===== src/rtl/core/svm_pkg.sv =====
// Shared types and constants for the sample playback voice mixer.
// Item structs, command codes, register indexes, controller states.
// No dependencies.
package svm_pkg;

    // Item commands
    typedef enum logic [1:0] {
        CMD_RENDER = 2'd0,
        CMD_LOAD   = 2'd1,
        CMD_START  = 2'd2,
        CMD_STOP   = 2'd3
    } t_cmd;

    // Configuration register indexes
    localparam logic [2:0] CFG_MASTER_AMP   = 3'd0;
    localparam logic [2:0] CFG_LEFT_VOLUME  = 3'd1;
    localparam logic [2:0] CFG_RIGHT_VOLUME = 3'd2;
    localparam logic [2:0] CFG_STEP_INC     = 3'd3;
    localparam logic [2:0] CFG_SAMPLE_LEN   = 3'd4;
    localparam logic [2:0] CFG_LOOPING      = 3'd5;
    localparam logic [2:0] CFG_SIXTEEN_BIT  = 3'd6;

    // Register reset values
    localparam logic [8:0]  MASTER_AMP_RST = 9'd256;
    localparam logic [63:0] STEP_INC_RST   = 64'h0000_0001_0000_0000;

    // Saturation limits of the clipped outputs
    localparam logic signed [15:0] CLIP_MAX = 16'sh7FFF;
    localparam logic signed [15:0] CLIP_MIN = 16'sh8000;

    typedef struct packed {
        t_cmd               command;
        logic [13:0]        load_address;
        logic signed [15:0] load_value;
        logic signed [31:0] acc_left_in;
        logic signed [31:0] acc_right_in;
    } t_in_item;

    typedef struct packed {
        logic signed [31:0] acc_left_out;
        logic signed [31:0] acc_right_out;
        logic signed [15:0] clipped_left;
        logic signed [15:0] clipped_right;
        logic               playing;
    } t_out_item;

    // Controller states
    typedef enum logic [1:0] {
        ST_IDLE,
        ST_MULT,
        ST_MIX
    } t_state;

    // Controller to datapath commands
    typedef struct packed {
        logic accept;
        logic mult;
        logic mix;
    } t_ctrl_cmd;

    // Datapath to controller status
    typedef struct packed {
        logic out_free;
    } t_dp_status;

endpackage


===== src/rtl/core/svm_ctrl.sv =====
// Sequencer for the voice mixer: accept, multiply, mix-and-commit.
// Depends on svm_pkg.
module svm_ctrl (
    input  logic                i_clk,
    input  logic                i_rst_n,
    input  logic                i_in_valid,
    input  svm_pkg::t_dp_status i_status,
    output svm_pkg::t_ctrl_cmd  o_cmd,
    output logic                o_in_stall
);
    import svm_pkg::*;

    t_state r_state;
    t_state n_state;

    // State register
    always_ff @(posedge i_clk) begin
        if (!i_rst_n) begin
            r_state <= ST_IDLE;
        end else begin
            r_state <= n_state;
        end
    end

    // Next state
    always_comb begin
        n_state = r_state;
        unique case (r_state)
            ST_IDLE: begin
                if (i_in_valid) begin
                    n_state = ST_MULT;
                end
            end
            ST_MULT: begin
                n_state = ST_MIX;
            end
            ST_MIX: begin
                if (i_status.out_free) begin
                    n_state = ST_IDLE;
                end
            end
            default: begin
                n_state = ST_IDLE;
            end
        endcase
    end

    // Outputs; input stays stalled while reset is held
    always_comb begin
        o_cmd      = '0;
        o_in_stall = 1'b1;
        unique case (r_state)
            ST_IDLE: begin
                o_in_stall   = !i_rst_n;
                o_cmd.accept = i_in_valid && i_rst_n;
            end
            ST_MULT: begin
                o_cmd.mult = 1'b1;
            end
            ST_MIX: begin
                o_cmd.mix = i_status.out_free;
            end
            default: begin
                o_in_stall = 1'b1;
            end
        endcase
    end

    // Sequencing checks
    a_accept_then_mult: assert property (@(posedge i_clk) disable iff (!i_rst_n)
        o_cmd.accept |=> o_cmd.mult)
        else $error("accepted transfer not followed by multiply");
    a_mult_then_mix: assert property (@(posedge i_clk) disable iff (!i_rst_n)
        o_cmd.mult |=> (r_state == ST_MIX))
        else $error("multiply not followed by mix state");
    a_mix_holds: assert property (@(posedge i_clk) disable iff (!i_rst_n)
        (r_state == ST_MIX) && !i_status.out_free |=> (r_state == ST_MIX))
        else $error("mix state left while output register busy");

endmodule


===== config.mk =====
export PLATFORM = sky130hd
export DESIGN_NAME = svm_ctrl
export DESIGN_NICKNAME = d
export VERILOG_FILES = /design/src/rtl/core/svm_pkg.sv /design/src/rtl/core/svm_ctrl.sv
export SDC_FILE = /design/constraint.sdc
export NUM_CORES = 1
export LEC_CHECK = 0
export BUFFER_PORTS_ARGS = -buffer_cell sky130_fd_sc_hd__buf_4
export CAP_MARGIN = 20
export CORE_AREA = 8 8 45 47
export CTS_BUF_LIST = sky130_fd_sc_hd__clkbuf_16
export CTS_CLUSTER_DIAMETER = 50
export CTS_CLUSTER_SIZE = 28
export DETAILED_ROUTE_END_ITERATION = 10
export DIE_AREA = 0 0 53 55
export RECOVER_POWER = 100
export SLEW_MARGIN = 15
export SYNTH_ARGS = -nofsm -noshare
export SYNTH_HDL_FRONTEND = slang
export SYNTH_SLANG_ARGS = --single-unit

===== constraint.sdc =====
create_clock -name i_clk -period 1.9 [get_ports i_clk]
set_input_delay 0.38 -clock i_clk [delete_from_list [all_inputs] [get_ports i_clk]]
set_output_delay 0.38 -clock i_clk [all_outputs]
set_load 0.05 [all_outputs]

Word-level counts from Yosys, hierarchy flattened
Index checks and enable logic that the tools add are counted.

storage, ports and cells
  register bits after elaboration = 2

cells by class
  eq/ne operators = 4
  mux-type cells = 7
  reductions and logical operators = 4

operator list
  cell                                                  count
  case mux 2 bit (3 select lines)                       1
  2-to-1 mux 1 bit                                      4
  2-to-1 mux 2 bit                                      2
  inequality test 2 bit (second input constant)         2
  equality test 2 x 1 -> 1 bit (second input constant)  1
  equality test 2 bit (second input constant)           1
  zero test 2 bit                                       1
  AND reduction 2 bit                                   1
  logical AND 1 bit                                     1
  zero test 1 bit                                       1

Logic depth before layout (Yosys ltp)
Gate-level depths: netlist of the first run.

  depth in word-level cells = 3
  mapped depth = 2
  gate-level depth less buffers = 2

Worst setup path after synthesis of the first run
No wires, ideal clock.

  path type = register -> output
  start point = register r_state[0]
  end point = output o_cmd[2] in the netlist's numbering
  arrival = 910 ps
  stages on the path, launching flop included = 3
  setup slack = 610 ps
  required time = 1520 ps
  path through = dfxtp_1 nor2_1 and3_1

RTL lines
  what                      RTL line        text
  start: declaration        svm_ctrl.sv:13  t_state r_state;
  start signal: assignment  svm_ctrl.sv:21  r_state <= n_state;
  end: declaration          svm_ctrl.sv:8   output svm_pkg::t_ctrl_cmd o_cmd,

==> results of run 1 <==
## critical path: stages, from the launching register on
cell and delay, ps:
dfxtp_1 340, nor2b_1 180, clkbuf_1 500
## metal layers
| layer | vias up | global-route usage, % | wire length, um |
|---|---|---|---|
| li1 | 56 | - | - |
| met1 | 44 | 3.03 | 161 |
| met2 | 10 | 2.54 | 70 |
| met3 | 0 | 4.01 | 75 |
| met4 | 0 | 2.59 | 0 |
| met5 | - | 0 | 0 |
## layout make-up
cell class | count | area [um2]
Tap cell | 16 | 20.0
Clock buffer | 3 | 75.1
Fill cell | 151 | 1160
Sequential cell | 2 | 40.0
Multi-Input combinational cell | 8 | 50.0
Timing Repair Buffer | 7 | 38.8
## cell usage in the layout, fill, tap and decap left out, drive strengths merged
master,n
and3b,1
nand2,1
o21a,1
and3,2
dfxtp,2
clkbuf,7
nor2b,1
nor2,1
nor3b,1
buf,3
## worst paths after layout
kind                   start          to  slack (ps)  cells past startpoint
hold reg to reg   r_state[0]  r_state[1]         610                      2
hold / removal    i_in_valid  r_state[0]         400                      2
setup reg to reg  r_state[0]  r_state[1]        1150                      2
setup / recovery  r_state[0]    o_cmd[1]         270                      2
## kinds of logic after synthesis
family | Yosys count
and+or+nand+nor | 7
DFF | 2
AOI/OAI and AO/OA | 1
buffers and inverters | 1
## stage by stage
step	util, %	hold slack (ps)	area (um2)	instances
floorplan	-	498	97.6	11
global placement	11.8	590	163	33
detailed placement	11.8	611	163	33
CTS	17.2	394	238	36
global route	16.2	410	224	36
finish	16.2	395	224	36
## power breakdown
part / leakage [uW] / switching, uW / internal (uW) / total, uW
Combinational: 0.0000512 / 26.6 / 10.8 / 37.4
Sequential: 0.0000165 / 1.92 / 45.0 / 46.9
Clock: 0.0000370 / 45.2 / 267 / 313
Total: 0.000105 / 73.7 / 323 / 397
==> out/results.tsv, run 1 <==
stage	metric	value	unit
status	status	finished clean	
floorplan	DIE HEIGHT	55	um
route	DRT iter0 DRCs	2	
route	routed len/inst	8.53	um
power_and_ir_drop	LEAKAGE	0.000105	uW
synthesis	mean post-synth cell area	8.87	um2
synthesis	Synth Flop Type	dfxtp_1	
critical_path	WS Path Type	reg -> out	
route	DR DRC count	0	
layout	# diodes	0	
critical_path	worst path required time	1520	ps
layout	Top reg by flops	r_state	
run	Max-Cap Viols	0	
global_route	total congestion overflow	0	
cts	Num CTS Buffers	3	
timing	fmax	0.615	GHz
timing	final worst-path cycle share	85.6	%
synthesis	Synth Area in Adders	0	%
synthesis	top cells by area, synth	dfxtp_1 (41%), and3_1 (13%), and3b_1 (9.0%)	
synthesis	YS warnings	0	
cts	htree depth	1	
global_route	largest net degree at the start of global routing	5	
timing	Max Clock Skew	2.60	ps
timing	Relative slew margins	59.1	%
cts	post-cts resize count	0	
synthesis	Post-Syn Area	97.6	um2
layout	Largest register FFs	2	
cts	hold bufs inserted after CTS	0	
cts	Sink Count	2	
synthesis	xor and xnor fraction of the mapped netlist area	0	%
timing	final worst-path setup slack	274	ps
cts	CTS root buf	clkbuf_16	
synthesis	top-area cell type share of the netlist area	41.0	%
floorplan	I/O pins	8	
power_and_ir_drop	pwr dens	1770	nW/um2
floorplan	cell row count	14	
synthesis	Post-Syn Instances	11	
timing	Slew Viols, Final	0	
global_route	number of global-route vias before repair	141	
power_and_ir_drop	Tot Pwr	397	uW
timing	Final Setup Violations	0	
synthesis	asr flop ratio synth	0	%
synthesis	fraction of the yosys area taken by sequential cells	41.0	%
timing	Final Hold Vio Count	0	
layout	share of layout cells above drive strength 1	35.0	%
placed_design	Setup WS pre-CTS	661	ps
synthesis	mux contribution to synthesized area	0	%
cts	Reg clk slew, reported paths	30	ps
synthesis	post-synthesis compound-gate area fraction	7.69	%
global_route	first-pass GRT wire length	538	um
critical_path	Worst Path Max Fanout	4	
synthesis	Yosys reg bits	2	
cts	clk_lat worst skew	220	ps
power_and_ir_drop	VDD IR-drop max	0.000450	V
synthesis	syn_nets	15	
placed_design	PortBufs	7	
route	routed wire length	307	um
synthesis	Distinct cells, synth	9	
floorplan	Starting Density	7.05	%
layout	Largest regs	r_state: 2 flops	
global_route	GRT Total Usage	2.95	%
route	drt pass-1 iters	2	
floorplan	Die W	53	um
timing	Tightest Pin Transition	616	ps
route	vias post-DR	110	
floorplan	Die Area	2920	um2
cts	Bufs on Longest Clock Path	2	
layout	area grow syn2layout	129	%
cts	setup bufs post-CTS	0	
timing	setup TNS	0	ps
cts	CTS tree	yes	
floorplan	CORE AREA	1380	um2
hold_path	worst hold path class	in -> reg	
synthesis	largest family of logic cells by synthesized area	simple AND/OR/NAND/NOR gates	
route	number of vias per cell	3.06	
timing	RSZ-0062 raised after global routing	false	
synthesis	Post-Synth Simple-Gate Area	43.6	%
critical_path	crit path DAT	1250	ps
synthesis	synth cell count leaders	and3_1 (2), dfxtp_1 (2)	
synthesis	Synth area leader	dfxtp_1	
critical_path	crit end category	output port	
placed_design	GP Congestion	0.540	
synthesis	EDFF count, synth	0	
timing	minimum clock period	1630	ps
global_route	initial antenna violation count	0	
route	Routed Antenna Nets	0	
layout	Layout Nets	26	
critical_path	startpoint types	flop	
Note: power is estimated with default switching activity, not from simulation.
==> inputs of run 2 (changes only) <==
- clock period: 1.9 -> 1.52 ns (I/O delays scaled with it)
==> run 2 against run 1 <==
  * Sequential cell count did not move
  * Register-to-register slack got worse by 380 ps
  * Global-route usage fell by 0.33 points
  * Worst hold slack got worse by 84 ps
  * Die area did not move
  * Critical path depth rose by 1
  * Final area rose by 2.8%
  * Largest power group unchanged
==> out/results.tsv, run 2 (same netlist as run 1, synthesis figures left out) <==
stage	metric	value	unit	change
floorplan	CORE AREA	1380	um2	unchanged
cts	setup bufs post-CTS	0		unchanged
status	status	finished clean		
critical_path	RR Endpoint	r_state[1]		
floorplan	Die W	53	um	unchanged
placed_design	placed insts	33		unchanged
layout	Largest register FFs	2		unchanged
placed_design	GP Congestion	0.538		-0.31%
cts	Sink Count	2		unchanged
cts	clk_lat worst skew	220	ps	about the same
route	M1 WL	144	um	-11%
route	DR DRC count	0		unchanged
cts	hold bufs inserted after CTS	0		unchanged
floorplan	I/O pins	8		unchanged
cts	Bufs on Longest Clock Path	2		unchanged
global_route	largest net degree at the start of global routing	5		unchanged
cts	Num CTS Buffers	3		unchanged
power_and_ir_drop	LEAKAGE	0.000115	uW	+9.4%
floorplan	Die Area	2920	um2	unchanged
timing	minimum clock period	1410	ps	
cts	CTS tree	yes		
global_route	GRT Total Usage	2.62	%	-0.33 points
hold_path	worst hold path class	in -> reg		
layout	Largest regs	r_state: 2 flops		
route	met3 wire length	85	um	+13%
timing	Tightest Pin Transition	282	ps	-333 ps
layout	# fillers	146		-3.3%
route	DRT iter0 DRCs	1		-1
placed_design	PortBufs	7		unchanged
power_and_ir_drop	pwr dens	2160	nW/um2	+22%
critical_path	worst path required time	1220	ps	-300 ps
timing	final worst-path cycle share	92.6	%	
layout	Layout Nets	26		unchanged
floorplan	DIE HEIGHT	55	um	unchanged
layout	commonest cells after routing, fill and taps aside	clkbuf_16 (3), buf_4 (3), clkbuf_2 (3), and3_1 (2), dfxtp_1 (2)		
timing	setup TNS	0	ps	unchanged
critical_path	r2r worst-path depth	2		unchanged
timing	RSZ-0062 raised after global routing	false		
hold_path	hold worst-path end	r_state[1]		
critical_path	crit path DAT	1100	ps	-150 ps
critical_path	crit end category	output port		
timing	fmax	0.711	GHz	
layout	post-route cell area	230	um2	+2.8%
power_and_ir_drop	Tot Pwr	496	uW	+25%
power_and_ir_drop	VDD IR-drop max	0.000560	V	+25%
timing	Final Hold Vio Count	0		unchanged
critical_path	startpoint types	flop		
route	vias post-DR	110		unchanged
timing	Final Setup Violations	0		unchanged
layout	share of layout cells above drive strength 1	50.0	%	+15 points
placed_design	dpl cell area	163	um2	unchanged
route	routed wl met2	73	um	+4.3%
global_route	first-pass GRT wire length	462	um	-14%
timing	Relative slew margins	81.2	%	+22 points
global_route	total congestion overflow	0		unchanged
floorplan	cell row count	14		unchanged
cts	CTS root buf	clkbuf_16		
route	Routed Antenna Nets	0		unchanged
cts	post-cts resize count	0		unchanged
layout	area grow syn2layout	136	%	
layout	Multi-input gate area	50.0	um2	unchanged
route	routed wire length	303	um	-1.3%
layout	Reg area	40.0	um2	unchanged
critical_path	Reg2Reg Setup Slack	770	ps	-380 ps
cts	htree depth	1		unchanged
layout	# diodes	0		unchanged
route	drt pass-1 iters	2		unchanged
hold_path	worst hold path cell count	2		unchanged
layout	Layout Cells excl Fill	36		unchanged
route	routed len/inst	8.42	um	-1.3%
route	DR top layer	met3		
critical_path	RR Startpoint	r_state[0]		
route	number of vias per cell	3.06		unchanged
hold_path	Hold Crit Start	i_rst_n		
critical_path	Worst Path Max Fanout	4		unchanged
timing	Max Clock Skew	1.88	ps	-0.721 ps
layout	Top reg by flops	r_state		
timing	Slew Viols, Final	0		unchanged
run	Max-Cap Viols	0		unchanged
global_route	initial antenna violation count	0		unchanged
critical_path	WS Path Type	reg -> out		
cts	Reg clk slew, reported paths	30	ps	about the same
floorplan	Starting Density	7.05	%	unchanged
global_route	number of global-route vias before repair	124		-12%
==> run 2: cell counts in the layout (fill, tap and decap cells not counted) <==
No cell type changed its count.
==> run 2: worst max path at each step <==
| stage | cells after the start | endpoint | startpoint | slack [ps] |
|---|---|---|---|---|
| global route | 3 | o_cmd[2] | r_state[0] | 50 |
| finish | 3 | o_cmd[2] | r_state[0] | 110 |
| floorplan | 2 | o_cmd[2] | r_state[0] | 310 |
| CTS | 3 | o_cmd[2] | r_state[0] | 140 |
| global placement | 3 | o_cmd[2] | r_state[0] | 390 |
| detailed placement | 3 | o_cmd[2] | r_state[0] | 370 |
==> run 2: layout make-up <==
cell class | count | share of cell area, %
Sequential cell | 2 | 17.4
Timing Repair Buffer | 7 | 19.6
Multi-Input combinational cell | 8 | 21.7
Tap cell | 16 | 8.70
Clock buffer | 3 | 32.6
==> run 2: stage by stage <==
stage	hold WS [ps]	utilization, %	setup slack [ps]
after global routing	330	16.6	45.2
after floorplan	422	-	306
after global placement	532	11.8	387
final	311	16.6	113
after CTS	310	17.2	136
after detailed placement	536	11.8	374
==> run 2: power by group <==
group	internal, uW	leakage, uW	switching, uW
Clock	334	0.0000370	54.5
Sequential	56.2	0.0000165	2.58
Combinational	15.6	0.0000611	33.2
Total	406	0.000115	90.3
==> run 2: metal layers <==
layer	vias to the layer above	GRT usage [%]
met2	10	2.15
met4	0	2.59
met3	0	4.28
li1	55	-
met1	45	2.27
met5	-	0
==> run 2: critical path, cell delays in order, from the launching register on <==
cell      delay [ps]
dfxtp_1          310
nor2_1           170
and3_1           180
clkbuf_4         220
==> inputs of run 3 (changes only) <==
- ABC_AREA: unset -> 1
==> run 3 against run 2 <==
  * Sequential cell count unchanged
  * Total power grew 1.5%
  * Maximum frequency grew 3.3%
  * Clock power about the same
  * First-iteration DRC count grew to 3.0 times the previous value
  * Sequential power about the same
  * Non-clock buffer count is the same
  * Sequential share of layout area down 1.2 points
  * Worst hold slack improved by 18 ps
  * Combinational power increased by 11%
  * Worst setup slack gained 45 ps
  * Critical endpoint unchanged
  * Highest routed layer is now met4
==> out/results.tsv, run 3 <==
stage	metric	value	unit	change
layout	share of layout cells above drive strength 1	56.0	%	+6.0 points
route	DRT iter0 DRCs	3		+2
timing	setup TNS	0	ps	unchanged
synthesis	asr flop ratio synth	0	%	unchanged
synthesis	top-area cell type share of the netlist area	36.4	%	-4.7 points
synthesis	Post-Synth Simple-Gate Area	28.4	%	-15 points
timing	Slew Viols, Final	0		unchanged
cts	htree depth	1		unchanged
layout	fin util	17.9	%	+1.3 points
timing	Final Hold Vio Count	0		unchanged
cts	Sink Count	2		unchanged
floorplan	CORE AREA	1380	um2	unchanged
floorplan	Starting Density	7.96	%	+0.90 points
synthesis	largest family of logic cells by synthesized area	simple AND/OR/NAND/NOR gates		
synthesis	YS warnings	0		unchanged
layout	area grow syn2layout	125	%	
floorplan	Die Area	2920	um2	unchanged
critical_path	startpoint types	flop		
global_route	largest net degree at the start of global routing	4		-1
cts	CTS tree	yes		
global_route	GRT Total Usage	3.22	%	+0.60 points
critical_path	Worst path max stage delay	320	ps	about the same
timing	Max Clock Skew	1.69	ps	-0.197 ps
layout	Layout Nets	31		+19%
status	status	finished clean		
floorplan	I/O pins	8		unchanged
route	Routed Antenna Nets	0		unchanged
timing	Relative slew margins	81.2	%	about the same
route	routed wire length	312	um	+3.0%
placed_design	PortBufs	7		unchanged
critical_path	Worst Path Max Fanout	3		-1
placed_design	dpl cell area	183	um2	+12%
layout	Layout Cells excl Fill	41		+14%
synthesis	Synth Area in Adders	0	%	unchanged
route	number of vias per cell	3.02		-1.0%
power_and_ir_drop	pwr dens	2030	nW/um2	-5.7%
synthesis	mean post-synth cell area	6.88	um2	-22%
synthesis	Synth Flop Type	dfxtp_1		
synthesis	Distinct cells, synth	10		+1
critical_path	CP cell instances	inv_1, nand3_1, nor2_2, buf_4		
cts	Num CTS Buffers	3		unchanged
critical_path	crit end category	output port		
placed_design	placed insts	38		+15%
route	drt pass-1 iters	2		unchanged
layout	Top reg by flops	r_state		
synthesis	Post-Syn Area	110	um2	+13%
synthesis	EDFF count, synth	0		unchanged
synthesis	synth cell count leaders	inv_1 (5), dfxtp_1 (2), nor2_1 (2)		
synthesis	top cells by area, synth	dfxtp_1 (36%), inv_1 (17%), nand3_2 (9.1%)		
synthesis	Post-Syn Instances	16		+5
critical_path	Top delay family on crit path	flip-flops		
synthesis	xor and xnor fraction of the mapped netlist area	0	%	unchanged
cts	clk_lat worst skew	220	ps	about the same
cts	setup bufs post-CTS	0		unchanged
placed_design	hpwl dp	247	um	
synthesis	Synth area leader	dfxtp_1		
timing	minimum clock period	1360	ps	-45.5 ps
synthesis	Yosys reg bits	2		unchanged
critical_path	crit path launch	r_state[0]		
timing	RSZ-0062 raised after global routing	false		
critical_path	crit path DAT	1060	ps	-40 ps
route	DR DRC count	0		unchanged
timing	Tightest Pin Transition	284	ps	+1.10 ps
cts	hold bufs inserted after CTS	0		unchanged
power_and_ir_drop	VDD IR-drop max	0.000669	V	+20%
global_route	total congestion overflow	0		unchanged
layout	post-route cell area	248	um2	+7.6%
route	routed len/inst	7.61	um	-9.6%
global_route	number of global-route vias before repair	140		+13%
layout	Largest regs	r_state: 2 flops		
synthesis	mux contribution to synthesized area	0	%	unchanged
critical_path	WS Path Type	reg -> out		
run	Max-Cap Viols	0		unchanged
timing	Final Setup Violations	0		unchanged
synthesis	syn_nets	20		+5
timing	final worst-path setup slack	158	ps	+45.5 ps
hold_path	worst hold path class	in -> reg		
critical_path	worst path required time	1220	ps	about the same
critical_path	critical path's slowest cell	dfxtp_1		
layout	commonest cells after routing, fill and taps aside	inv_1 (5), buf_4 (5), clkbuf_16 (3)		
cts	Reg clk slew, reported paths	30	ps	about the same
layout	Largest register FFs	2		unchanged
timing	fmax	0.734	GHz	+3.3%
floorplan	cell row count	14		unchanged
layout	# diodes	0		unchanged
hold_path	Hold Crit Start	i_in_valid		
global_route	first-pass GRT wire length	558	um	+21%
synthesis	fraction of the yosys area taken by sequential cells	36.4	%	-4.7 points
cts	post-cts resize count	0		unchanged
synthesis	most frequent cell after synthesis	inv_1		
synthesis	post-synthesis compound-gate area fraction	7.95	%	+0.26 points
critical_path	RR Startpoint	r_state[0]		
placed_design	GP Congestion	0.609		+13%
route	vias post-DR	124		+13%
cts	CTS root buf	clkbuf_16		
timing	final worst-path cycle share	89.6	%	-3.0 points
cts	Bufs on Longest Clock Path	2		unchanged
global_route	initial antenna violation count	0		unchanged
floorplan	DIE HEIGHT	55	um	unchanged
floorplan	Die W	53	um	unchanged
power_and_ir_drop	LEAKAGE	0.000127	uW	+10%
placed_design	Setup WS pre-CTS	429	ps	+54.2 ps
critical_path	critical path buffer and inverter count	2		+1
run 3: cell families after synthesis:
kind of cell           after synthesis
buffers and inverters                7
AO/OA/AOI/OAI                        1
flip-flops                           2
AND/OR/NAND/NOR                      6
run 3: cell type report:
cell class,instances,area [um2]
timing repair buffer,7,47.5
fill,153,1140
inverter,6,22.5
sequential,2,40.0
tap,16,20.0
clock buffer,3,75.1
multi-input combinational,7,42.5
run 3: report_power, final:
part	switching, uW	internal (uW)
registers	2.64	56.2
clock network	56.3	334
logic	37.7	16.5
run 3: path summary, 6_finish.rpt:
check / endpoint / slack (ps) / depth (start not counted)
setup reg to reg: r_state[0] / 790 / 3
hold / removal: r_state[0] / 330 / 3
hold reg to reg: r_state[1] / 490 / 2
setup / recovery: o_cmd[2] / 160 / 4
run 3: metal layers:
layer,up-vias,global-route usage (%),wire length [um]
li1,64,-,-
met1,47,2.72,161
met2,11,2.73,63
met3,2,4.81,80
met4,0,3.88,8
met5,-,0,0
run 3: stage by stage:
step           total power (uW)  hold slack (ps)
6_report                    504              329
5_1_grt                     526              345
4_1_cts                     515              327
3_5_place_dp                117              491
3_3_place_gp                116              481
2_1_floorplan               100              426
run 3: tightest hold or removal path, cell delays in order:
cell and delay, ps:
buf_4 70, inv_1 50, nor2_1 80
